### config.mk
export PLATFORM = sky130hd
export DESIGN_NAME = at_response_stream_classifier
export DESIGN_NICKNAME = d
export VERILOG_FILES = /design/src/hdl/arsc_pkg.sv /design/src/hdl/at_response_stream_classifier.sv /design/src/hdl/arsc_cfg_regs.sv /design/src/hdl/arsc_match.sv /design/src/hdl/arsc_core.sv
export SDC_FILE = /design/constraint.sdc
export NUM_CORES = 1
export LEC_CHECK = 0
export BUFFER_PORTS_ARGS = -buffer_cell sky130_fd_sc_hd__buf_2
export CORE_MARGIN = 2
export CORE_UTILIZATION = 35
export DETAILED_ROUTE_END_ITERATION = 12
export PLACE_DENSITY_LB_ADDON = 0.08
export SLEW_MARGIN = 10
export SYNTH_ARGS = -nofsm -noshare
export SYNTH_HDL_FRONTEND = slang
export SYNTH_SLANG_ARGS = --single-unit
### constraint.sdc
create_clock -name clk_i -period 6.3 [get_ports clk_i]
set_input_delay 0.63 -clock clk_i [delete_from_list [all_inputs] [get_ports clk_i]]
set_output_delay 0.63 -clock clk_i [all_outputs]
set_load 0.01 [all_outputs]
### src/hdl/arsc_pkg.sv
// Shared types and constants for the serial response stream classifier.
// No dependencies; imported by every module under hdl/.
package arsc_pkg;

  // Store sizes and the widths that follow from them
  localparam int unsigned RESP_DEPTH  = 256;
  localparam int unsigned DATA_DEPTH  = 1024;
  localparam int unsigned RESP_FILL_W = $clog2(RESP_DEPTH + 1);
  localparam int unsigned DATA_FILL_W = $clog2(DATA_DEPTH + 1);

  // Fixed field widths of the result item
  localparam int unsigned WIDX_W = 10;
  localparam int unsigned CNT_W  = 9;

  // Recent-byte window (also the longest completion pattern) and data line head
  localparam int unsigned WIN_BYTES  = 16;
  localparam int unsigned RUN_W      = $clog2(WIN_BYTES + 1);
  localparam int unsigned PAT_SH_W   = $clog2(WIN_BYTES);
  localparam int unsigned HEAD_BYTES = 8;
  localparam int unsigned HEAD_IDX_W = $clog2(HEAD_BYTES);

  // Configuration port
  localparam int unsigned CFG_IDX_W  = 2;
  localparam int unsigned CFG_DATA_W = 64;
  localparam logic [RUN_W-1:0] PAT_LEN_RESET = RUN_W'(4);

  // Fixed reply texts, first character in the most significant byte
  localparam logic [7:0] CR = 8'h0D;
  localparam logic [7:0] LF = 8'h0A;

  localparam int unsigned SEND_OK_LEN = 9;
  localparam int unsigned LINK_LEN    = 6;
  localparam int unsigned LINKED_LEN  = 8;
  localparam int unsigned UNLINK_LEN  = 8;
  localparam int unsigned DATA_OK_LEN = 6;

  localparam logic [8*SEND_OK_LEN-1:0] TXT_SEND_OK = {"SEND OK", CR, LF};
  localparam logic [8*LINK_LEN-1:0]    TXT_LINK    = {"Link", CR, LF};
  localparam logic [8*LINKED_LEN-1:0]  TXT_LINKED  = {"Linked", CR, LF};
  localparam logic [8*UNLINK_LEN-1:0]  TXT_UNLINK  = {"Unlink", CR, LF};
  localparam logic [8*DATA_OK_LEN-1:0] TXT_DATA_OK = {CR, LF, "OK", CR, LF};

  typedef enum logic [2:0] {
    REQ_BYTE      = 3'd0,
    REQ_CAPTURE   = 3'd1,
    REQ_SEND_WAIT = 3'd2,
    REQ_WAIT_END  = 3'd3,
    REQ_RELEASE   = 3'd4
  } req_e;

  typedef enum logic [2:0] {
    MODE_IDLE    = 3'b001,
    MODE_CAPTURE = 3'b010,
    MODE_SEND    = 3'b100
  } mode_e;

  typedef enum logic [3:0] {
    EV_NONE       = 4'd0,
    EV_DONE       = 4'd1,
    EV_SEND_OK    = 4'd2,
    EV_LINK       = 4'd3,
    EV_UNLINK     = 4'd4,
    EV_DATA_READY = 4'd5,
    EV_RESP_OVF   = 4'd6,
    EV_DATA_OVF   = 4'd7,
    EV_BUSY       = 4'd8
  } event_e;

  typedef enum logic [CFG_IDX_W-1:0] {
    CFG_PAT_LOW  = 2'd0,
    CFG_PAT_HIGH = 2'd1,
    CFG_PAT_LEN  = 2'd2
  } cfg_reg_e;

  typedef struct packed {
    logic [2:0] req_type;
    logic [7:0] rx_byte;
  } in_item_t;

  typedef struct packed {
    logic              write_valid;
    logic              write_target;
    logic [WIDX_W-1:0] write_index;
    logic [7:0]        write_byte;
    logic [3:0]        event_code;
    logic [CNT_W-1:0]  response_count;
    logic              waiting;
  } out_item_t;

  // pattern byte 0 in bits 7:0; pattern_len already clamped to 1..WIN_BYTES
  typedef struct packed {
    logic [8*WIN_BYTES-1:0] pattern;
    logic [RUN_W-1:0]       pattern_len;
  } cfg_t;

  // Raw text compares, before the byte-count qualifiers
  typedef struct packed {
    logic pattern;
    logic send_ok;
    logic link;
    logic linked;
    logic unlink;
    logic data_ok;
  } match_t;

endpackage

### src/hdl/at_response_stream_classifier.sv
// Top level of the serial response stream classifier: channel registers,
// handshakes and result register. Depends on arsc_pkg, arsc_cfg_regs, arsc_core.
//
//  channel | direction | handshake          | payload
//  --------+-----------+--------------------+------------------------------
//  in      | sink      | in_valid_i/stall_o | in_data_i  (req_type, rx_byte)
//  out     | source    | out_valid_o/stall_i| out_data_o (write + event info)
//  cfg     | sink      | cfg_we_i           | cfg_idx_i, cfg_wdata_i
//
// Every transfer in produces exactly one transfer out, through the input
// register, one step of compare logic and the result register. Sustained rate
// is one item per cycle unless out stalls; all state updates in the compare cycle.
// Reset clears mode, counters, byte window, line head and data-pending flag.
// A stalled result holds in the output register while one more item waits in
// the input register; input stalls only when both are full and out is stalled.
module at_response_stream_classifier (
  input  logic                            clk_i,
  input  logic                            rst_ni,
  // item channel
  input  logic                            in_valid_i,
  output logic                            in_stall_o,
  input  arsc_pkg::in_item_t              in_data_i,
  // result channel
  output logic                            out_valid_o,
  input  logic                            out_stall_i,
  output arsc_pkg::out_item_t             out_data_o,
  // configuration writes
  input  logic                            cfg_we_i,
  input  logic [arsc_pkg::CFG_IDX_W-1:0]  cfg_idx_i,
  input  logic [arsc_pkg::CFG_DATA_W-1:0] cfg_wdata_i
);
  import arsc_pkg::*;

  logic      in_valid_q;
  in_item_t  in_q;
  logic      out_valid_q;
  out_item_t out_q;
  out_item_t res;
  cfg_t      cfg;
  logic      advance;

  // Item in the input register moves on when the result register is free or draining
  assign advance    = in_valid_q && (!out_valid_q || !out_stall_i);
  assign in_stall_o = in_valid_q && !advance;

  arsc_cfg_regs u_cfg (
    .clk_i       (clk_i),
    .rst_ni      (rst_ni),
    .cfg_we_i    (cfg_we_i),
    .cfg_idx_i   (cfg_idx_i),
    .cfg_wdata_i (cfg_wdata_i),
    .cfg_o       (cfg)
  );

  arsc_core u_core (
    .clk_i  (clk_i),
    .rst_ni (rst_ni),
    .step_i (advance),
    .item_i (in_q),
    .cfg_i  (cfg),
    .res_o  (res)
  );

  // Input register
  always_ff @(posedge clk_i or negedge rst_ni) begin
    if (!rst_ni) begin
      in_valid_q <= 1'b0;
    end else if (in_valid_i && !in_stall_o) begin
      in_valid_q <= 1'b1;
    end else if (advance) begin
      in_valid_q <= 1'b0;
    end
  end

  always_ff @(posedge clk_i) begin
    if (in_valid_i && !in_stall_o) begin
      in_q <= in_data_i;
    end
  end

  // Result register
  always_ff @(posedge clk_i or negedge rst_ni) begin
    if (!rst_ni) begin
      out_valid_q <= 1'b0;
    end else if (advance) begin
      out_valid_q <= 1'b1;
    end else if (!out_stall_i) begin
      out_valid_q <= 1'b0;
    end
  end

  always_ff @(posedge clk_i) begin
    if (advance) begin
      out_q <= res;
    end
  end

  assign out_valid_o = out_valid_q;
  assign out_data_o  = out_q;

  // A held input item must not be lost or altered while waiting
  a_in_hold: assert property (@(posedge clk_i) disable iff (!rst_ni)
    in_stall_o |=> in_valid_q && $stable(in_q))
    else $error("input register changed while stalled");

  // Dropped bytes never produce a store write
  a_drop_no_write: assert property (@(posedge clk_i) disable iff (!rst_ni)
    out_valid_q && out_q.write_valid |->
      (out_q.event_code != EV_RESP_OVF) && (out_q.event_code != EV_DATA_OVF) &&
      (out_q.event_code != EV_BUSY))
    else $error("write reported together with a drop event");

  // No write means zeroed write fields
  a_idle_write_zero: assert property (@(posedge clk_i) disable iff (!rst_ni)
    out_valid_q && !out_q.write_valid |->
      !out_q.write_target && (out_q.write_index == '0) && (out_q.write_byte == 8'd0))
    else $error("write fields not cleared without a write");

  // Completion and send-ok both leave waiting mode
  a_done_leaves_wait: assert property (@(posedge clk_i) disable iff (!rst_ni)
    out_valid_q && ((out_q.event_code == EV_DONE) || (out_q.event_code == EV_SEND_OK))
      |-> !out_q.waiting)
    else $error("completion event while still waiting");

  // Response writes target the response store within its depth
  a_resp_bound: assert property (@(posedge clk_i) disable iff (!rst_ni)
    out_valid_q |-> int'(out_q.response_count) <= int'(RESP_DEPTH))
    else $error("response count beyond store depth");

endmodule

### src/hdl/arsc_cfg_regs.sv
// Configuration registers: completion pattern and its length.
// Depends on arsc_pkg.
module arsc_cfg_regs (
  input  logic                           clk_i,
  input  logic                           rst_ni,
  input  logic                           cfg_we_i,
  input  logic [arsc_pkg::CFG_IDX_W-1:0] cfg_idx_i,
  input  logic [arsc_pkg::CFG_DATA_W-1:0] cfg_wdata_i,
  output arsc_pkg::cfg_t                 cfg_o
);
  import arsc_pkg::*;

  logic [CFG_DATA_W-1:0] pat_lo_q, pat_hi_q;
  logic [RUN_W-1:0]      len_q, len_clamped;

  // length 0 acts as 1, anything above the window acts as the window
  always_comb begin
    if (cfg_wdata_i[4:0] == 5'd0) begin
      len_clamped = RUN_W'(1);
    end else if (int'(cfg_wdata_i[4:0]) > int'(WIN_BYTES)) begin
      len_clamped = RUN_W'(WIN_BYTES);
    end else begin
      len_clamped = RUN_W'(cfg_wdata_i[4:0]);
    end
  end

  always_ff @(posedge clk_i or negedge rst_ni) begin
    if (!rst_ni) begin
      pat_lo_q <= '0;
      pat_hi_q <= '0;
      len_q    <= PAT_LEN_RESET;
    end else if (cfg_we_i) begin
      case (cfg_reg_e'(cfg_idx_i))
        CFG_PAT_LOW:  pat_lo_q <= cfg_wdata_i;
        CFG_PAT_HIGH: pat_hi_q <= cfg_wdata_i;
        CFG_PAT_LEN:  len_q    <= len_clamped;
        default: ;
      endcase
    end
  end

  assign cfg_o.pattern     = {pat_hi_q, pat_lo_q};
  assign cfg_o.pattern_len = len_q;

endmodule

### src/hdl/arsc_match.sv
// Parallel text compares over the recent-byte window and the data line head.
// Depends on arsc_pkg.
module arsc_match (
  input  arsc_pkg::cfg_t                          cfg_i,
  input  logic [8*arsc_pkg::WIN_BYTES-1:0]         win_i,   // newest byte in 7:0
  input  logic [arsc_pkg::HEAD_BYTES-1:0][7:0]     head_i,
  output arsc_pkg::match_t                         match_o
);
  import arsc_pkg::*;

  logic [8*WIN_BYTES-1:0]  pat_rev, pat_shift;
  logic [WIN_BYTES-1:0]    byte_ok;
  logic [PAT_SH_W-1:0]     shamt;
  logic [8*HEAD_BYTES-1:0] head_str;

  // Reverse pattern byte order, then shift so its last byte meets the newest byte
  always_comb begin
    for (int k = 0; k < int'(WIN_BYTES); k++) begin
      pat_rev[8*k +: 8] = cfg_i.pattern[8*(int'(WIN_BYTES)-1-k) +: 8];
    end
    shamt     = PAT_SH_W'(int'(WIN_BYTES) - int'(cfg_i.pattern_len));
    pat_shift = pat_rev >> {shamt, 3'b000};
    for (int k = 0; k < int'(WIN_BYTES); k++) begin
      byte_ok[k] = (k >= int'(cfg_i.pattern_len)) || (win_i[8*k +: 8] == pat_shift[8*k +: 8]);
    end
  end

  // head byte 0 goes to the top so the string constants compare directly
  always_comb begin
    for (int k = 0; k < int'(HEAD_BYTES); k++) begin
      head_str[8*(int'(HEAD_BYTES)-1-k) +: 8] = head_i[k];
    end
  end

  assign match_o.pattern = &byte_ok;
  assign match_o.send_ok = (win_i[8*SEND_OK_LEN-1:0] == TXT_SEND_OK);
  assign match_o.data_ok = (win_i[8*DATA_OK_LEN-1:0] == TXT_DATA_OK);
  assign match_o.link    = (head_str[8*HEAD_BYTES-1 -: 8*LINK_LEN] == TXT_LINK);
  assign match_o.linked  = (head_str[8*HEAD_BYTES-1 -: 8*LINKED_LEN] == TXT_LINKED);
  assign match_o.unlink  = (head_str[8*HEAD_BYTES-1 -: 8*UNLINK_LEN] == TXT_UNLINK);

endmodule

### src/hdl/arsc_core.sv
// Mode, fill counters, byte window and line head, with the per-item step logic.
// Depends on arsc_pkg and arsc_match.
module arsc_core (
  input  logic                 clk_i,
  input  logic                 rst_ni,
  input  logic                 step_i,
  input  arsc_pkg::in_item_t   item_i,
  input  arsc_pkg::cfg_t       cfg_i,
  output arsc_pkg::out_item_t  res_o
);
  import arsc_pkg::*;

  mode_e                        mode_q, mode_d;
  logic [RESP_FILL_W-1:0]       resp_q, resp_d, resp_inc;
  logic [DATA_FILL_W-1:0]       data_q, data_d, data_inc;
  logic [8*WIN_BYTES-1:0]       win_q, win_d, win_push;
  logic [HEAD_BYTES-1:0][7:0]   head_q, head_d, head_push;
  logic                         pend_q, pend_d;
  logic [RUN_W-1:0]             run_q, run_d, run_inc;
  match_t                       match;
  event_e                       ev;
  logic                         wv, wt;
  logic [WIDX_W-1:0]            widx;

  // Candidate values if the byte is taken
  always_comb begin
    win_push  = {win_q[8*WIN_BYTES-9:0], item_i.rx_byte};
    run_inc   = (run_q == RUN_W'(WIN_BYTES)) ? run_q : run_q + 1'b1;
    resp_inc  = resp_q + 1'b1;
    data_inc  = data_q + 1'b1;
    head_push = head_q;
    if (data_q < DATA_FILL_W'(HEAD_BYTES)) begin
      head_push[data_q[HEAD_IDX_W-1:0]] = item_i.rx_byte;
    end
  end

  arsc_match u_match (
    .cfg_i   (cfg_i),
    .win_i   (win_push),
    .head_i  (head_push),
    .match_o (match)
  );

  always_comb begin
    mode_d = mode_q;
    resp_d = resp_q;
    data_d = data_q;
    win_d  = win_q;
    head_d = head_q;
    pend_d = pend_q;
    run_d  = run_q;
    ev     = EV_NONE;
    wv     = 1'b0;
    wt     = 1'b0;
    widx   = '0;
    case (req_e'(item_i.req_type))
      REQ_CAPTURE: begin
        resp_d = '0;
        mode_d = MODE_CAPTURE;
        run_d  = '0;
      end
      REQ_SEND_WAIT: begin
        resp_d = '0;
        data_d = '0;
        mode_d = MODE_SEND;
        run_d  = '0;
      end
      REQ_WAIT_END: begin
        mode_d = MODE_IDLE;
        run_d  = '0;
      end
      REQ_RELEASE: begin
        pend_d = 1'b0;
      end
      REQ_BYTE: begin
        case (mode_q)
          MODE_CAPTURE: begin
            if (resp_q >= RESP_FILL_W'(RESP_DEPTH)) begin
              ev = EV_RESP_OVF;
            end else begin
              wv     = 1'b1;
              widx   = WIDX_W'(resp_q);
              resp_d = resp_inc;
              win_d  = win_push;
              run_d  = run_inc;
              if (match.pattern && resp_inc >= RESP_FILL_W'(cfg_i.pattern_len) &&
                  run_inc >= cfg_i.pattern_len) begin
                ev     = EV_DONE;
                mode_d = MODE_IDLE;
                run_d  = '0;
              end
            end
          end
          MODE_SEND: begin
            win_d  = win_push;
            run_d  = run_inc;
            resp_d = (resp_q < RESP_FILL_W'(SEND_OK_LEN)) ? resp_inc : resp_q;
            if (match.send_ok && resp_d >= RESP_FILL_W'(SEND_OK_LEN) &&
                run_inc >= RUN_W'(SEND_OK_LEN)) begin
              ev     = EV_SEND_OK;
              mode_d = MODE_IDLE;
              run_d  = '0;
            end
          end
          default: begin
            if (pend_q) begin
              ev = EV_BUSY;
            end else if (data_q >= DATA_FILL_W'(DATA_DEPTH)) begin
              ev = EV_DATA_OVF;
            end else begin
              wv     = 1'b1;
              wt     = 1'b1;
              widx   = WIDX_W'(data_q);
              head_d = head_push;
              data_d = data_inc;
              win_d  = win_push;
              run_d  = run_inc;
              if ((match.link && data_inc >= DATA_FILL_W'(LINK_LEN)) ||
                  (match.linked && data_inc >= DATA_FILL_W'(LINKED_LEN))) begin
                ev     = EV_LINK;
                data_d = '0;
              end else if (match.unlink && data_inc >= DATA_FILL_W'(UNLINK_LEN)) begin
                ev     = EV_UNLINK;
                data_d = '0;
              end else if (match.data_ok && data_inc >= DATA_FILL_W'(DATA_OK_LEN) &&
                           run_inc >= RUN_W'(DATA_OK_LEN)) begin
                ev     = EV_DATA_READY;
                pend_d = 1'b1;
                data_d = '0;
              end
            end
          end
        endcase
      end
      default: ;
    endcase
  end

  always_ff @(posedge clk_i or negedge rst_ni) begin
    if (!rst_ni) begin
      mode_q <= MODE_IDLE;
      resp_q <= '0;
      data_q <= '0;
      win_q  <= '0;
      head_q <= '0;
      pend_q <= 1'b0;
      run_q  <= '0;
    end else if (step_i) begin
      mode_q <= mode_d;
      resp_q <= resp_d;
      data_q <= data_d;
      win_q  <= win_d;
      head_q <= head_d;
      pend_q <= pend_d;
      run_q  <= run_d;
    end
  end

  assign res_o.write_valid    = wv;
  assign res_o.write_target   = wt;
  assign res_o.write_index    = widx;
  assign res_o.write_byte     = wv ? item_i.rx_byte : 8'd0;
  assign res_o.event_code     = ev;
  assign res_o.response_count = CNT_W'(resp_d);
  assign res_o.waiting        = (mode_d != MODE_IDLE);

endmodule

# Yosys cells after proc, flatten, opt, wreduce, memory -nomap -nowiden
# Index checks and enable logic that the tools add are counted.
# classes
bitwise_logic	4
magnitude_cmp	30
reduce_logical	55
mux	63
eq_ne	41
shifts	1
addsub	4
# ops
operator	n
$mux 120	3
$pmux 120 s2	1
$eq 64x63->1 const B	2
$eq 8x8->1	16
$shr 128x7->128	1
$eq 72x71->1 const B	1
$mux 11	6
$bwmux 64	1
$mux 64	1
$eq 48x44->1 const B	1
$eq 48x47->1 const B	1
$ge 4x5->1 const A	8
$mux 5	8
$pmux 9 s2	2
$mux 9	3
$demux 8 s3	1
$pmux 11 s2	1
$ge 3x5->1 const A	4
$mux 10	2
$mux 4	5
$pmux 10 s2	1
$pmux 5 s2	2
$reduce_and 5->1	4
$logic_or 1x1->1	18
other kinds (51)	105
# word_totals
inputBits	82
reg_bits	393

# Depth between registers and ports, before layout
# logic_depth
ltp_word	14
mapped_depth	23
mapped_depth_nobuf	18

# Modules after synthesis
# A second synthesis with hierarchy kept.
# unflattened
cells_unflattened	2354
area_unflattened_um2	26535.4
# modules_own_cells
mod	cells_each	instances	seq_area_each_um2	area_per_inst_um2
arsc_core	861	1	5331.4	10531.4
arsc_match	1148	1	0.0	9302.7
arsc_cfg_regs	292	1	3329.4	5257.5
at_response_stream_classifier	53	1	1401.3	1443.9

# Least setup slack after synthesis
# No wires, ideal clock.
# synth_timing
path_type	register to register
start	register u_cfg.len_q[0]
end	register out_q, in the netlist out_data_o[0], data pin
path_buffers	8
period_less_slack_ns	5.003
setup_slack_ns	1.297
arrival_time_ns	4.744
stages_incl_launch_ff	22
cell_sequence	dfrtp_1 > buf_2 > inv_1 > buf_4 > buf_2 > buf_4 > buf_1 > ha_1 > buf_6 > buf_2 > buf_2 > mux4_2 > a222oi_1 > a21oi_1 > a221oi_1 > nand4_1 > nor3_1 > o221ai_1 > nor4_1 > o311a_1 > nand2_1 > a211o_1
# synth_lines
item	line_no	rtl
start, declared	arsc_cfg_regs.sv:14	logic [RUN_W-1:0] len_q, len_clamped;
start signal, assigned	arsc_cfg_regs.sv:36	CFG_PAT_LEN: len_q <= len_clamped;
end signal, assigned	at_response_stream_classifier.sv:94	out_q <= res;
end, declared	at_response_stream_classifier.sv:37	out_item_t out_q;

==> results.cfg <==
[run_status]
outcome = finished clean

[place]
io_buffers = 117
place_area_sq_um = 26800
hpwlAfterDp_mm = 77.0
place_congestion = 0.993
placedCellCount = 3466
place_ws_ps = 916

[final_layout]
final_area_sq_um = 28400
layout_commonest_cell = nand2_1
final_cell_mix = nand2_1, dfrtp_1, mux2_2
drive_gt1_share_pct = 22.4
fin_util_pct = 39.8
nFillCells = 7037
final_cells = 3557
areaGrowthSynthToFinish_pct = 12.6
nets = 2669

[floorplan]
die_y_um = 272
core_sq_um = 71400
start_util_pct = 35.3
die_w_um = 272
io-pin-count = 118
num_rows = 98
die_area_sq_um = 74200

[grt]
antenna_found_initial = 6
use_met1_pct = 34.6
grt-ovfl-total = 0
grt_pass1_wl_mm = 149
grt_pass1_vias = 20748
grt_max_degree = 150
met3_usage_pct = 3.95
busiest_layer = met2
grtUsageTotal_pct = 27.1
gr-usage-met2_pct = 46.2

[pwr]
pwr-share-comb_pct = 40.3
p_switching_mw = 4.42
p_per_area_nw_per_um2 = 378
leakagePower_nw = 12.0
pwr-share-clk_pct = 25.9
swShare_pct = 41.2
p_int_mw = 6.31
power_frac_seq_pct = 33.7
vdd_ir_drop_max_mv = 0.272
power_mw = 10.7

[synth]
synth_ff_type = dfrtp_1
ys_types = 91
synth_area_sq_um = 25200
synth-seq-cells = 393
synth_top_cell_by_area = dfrtp_1
yosysSeqAreaShare_pct = 39.9
async_reset_ff_share_pct = 88.5
synth-edff-count = 45
syn_inst = 2516
ys.warnings.count = 0
netlist_top_cells_area = dfrtp_1, mux2_2, mux4_2, nand2_1, mux2i_1
syn_nets = 2619
synth_area_per_cell_sq_um = 10.0
yosysTopAreaCellShare_pct = 34.3

[worst_setup_path]
r2r_start = u_cfg.len_q[0]$_DFFE_PN0P_
critPathMaxFanout = 35
worst_setup_path_start_kind = flop
crit_top_cell = nor4_1
reg2reg_depth = 14
slowest_delay_ps = 890
arrival_ps = 6000
path_cells = inv_2, ha_4, mux2i_1, buf_4, o21ai_0, a21oi_1, a31oi_1, xor2_1, nor4_1, o221ai_1, nor4_1, o311a_1, nand2_1, a211o_1
reg2reg_setup_slack_ps = 650
critPathBufInv = 2
crit_required_ps = 6660
critPathLaunch = u_cfg.len_q[0]$_DFFE_PN0P_
r2r-end = out_data_o[0]$_DFFE_PP_
slowest_stage = o21ai_0
crit_family = compound AO/OA/AOI/OAI gates
worstSetupPathType = flop to flop
cp-end-kind = flop

[hold_path]
hold_depth = 1
min_to = in_q[3]$_DFFE_PP_
hold_start = in_data_i[3]
worstHoldPathType = input port to flop

[sta]
rsz0062_at_grt = false
setup_ws_ps = 654
worst_pin_slew_ps = 1200
min_period_over_period_pct = 89.6
clock_skew_ps = 40.6
fin_hold_ws_ps = 195
finalSetupViolCount = 0
hold_viol_final = 0
relSlewSlack_pct = 19.0
fin_crit_ps = 5650
drv_slew = 0
fmax_ghz = 0.177
setup_tns_ps = 0

[job]
max-cap-violations = 0

[routing]
firstDrtPassIters = 6
routed_via_density = 5.96
num_vias = 21206
drt-initial-drc-count = 2149
drtAntennaViolNets = 0
avgRoutedWirePerCell_um = 28.5
finalWirelength_mm = 101
drc = 0

[clocking]
clock-sinks = 393
cts_buffers = 47
post_cts_resized = 0
clk_pin_slew_ps = 60
cts_setup_buffers = 0
insertion_delay_ps = 610
clockBufferDepth = 3
cts_hold_buffers = 1
cts_tree = built
clockRootBuffer = clkbuf_16
htreeDepth = 2
kinds of logic (layout without fill, tap and decap cells):
family          Yosys count  after routing  share of synthesized area [%]
simple gates            902            902                           17.6
buf+inv                 232            320                           4.17
other cells               0              3                              0
compound gates          451            451                           12.0
fa+ha+maj                21             21                           1.04
mux                     429            429                           22.1
xor+xnor                 88             88                           3.13
flops                   393            393                           39.9
state kept, by name, summed over array words and instances, names as in the netlist:
name and cells:
u_core.win_q 120, u_core.data_q 11, u_cfg.pat_hi_q 64, u_core.run_q 5
out_data_o 34, in_valid_q 1, u_cfg.len_q 5, u_cfg.pat_lo_q 64
u_core.head_q 64, u_core.mode_q 3, out_valid_o 1, in_q 11
u_core.pend_q 1, u_core.resp_q 9
per-layer routing:
metal	vias up	share of wire (%)	wire length [um]
met1	10815	41	42000
met4	2	4.1	4200
met5	-	0.013	13
met3	179	5.7	5790
met2	801	49	49300
li1	9409	-	-
how the worst max path moves through the flow:
stage | to | slack, ps | cells past startpoint
after CTS | out_data_o[0]$_DFFE_PP_ | 860 | 14
after global routing | out_data_o[0]$_DFFE_PP_ | 620 | 14
final | out_data_o[0]$_DFFE_PP_ | 650 | 14
after global placement | out_data_o[0]$_DFFE_PP_ | 800 | 14
after floorplan | out_data_o[0]$_DFFE_PP_ | 1300 | 21
after detailed placement | out_data_o[0]$_DFFE_PP_ | 920 | 14
power groups by stage:
| stage | Clock (mW) | Sequential (mW) | Combinational [mW] |
|---|---|---|---|
| floorplan | 0 | 3.27 | 2.89 |
| global placement | 0 | 3.65 | 4.20 |
| detailed placement | 0 | 3.66 | 4.21 |
| CTS | 2.86 | 3.61 | 4.24 |
| global route | 2.96 | 3.66 | 4.55 |
| finish | 2.78 | 3.62 | 4.33 |
cells in the mapped netlist, drive strengths merged, types with 49 or more instances:
cell / n
clkbuf: 109
mux2i: 145
mux2: 201
mux4: 83
nand3: 56
xnor2: 51
nand2: 438
nor2: 95
buf: 77
o21ai: 130
a21oi: 70
nor3: 49
dfrtp: 346
area by class of cell:
cell class,count,area [sq um],area share (%)
inverters,46,173,0.608
multi-input cells,1891,14200,49.9
clock inverters,27,283,0.996
flip-flops and latches,393,10100,35.5
clock buffers,60,1320,4.64
diodes,3,7.51,0.0264
well taps,950,1190,4.19
repair buffers,187,1190,4.18
(Power assumes the default switching activity.)
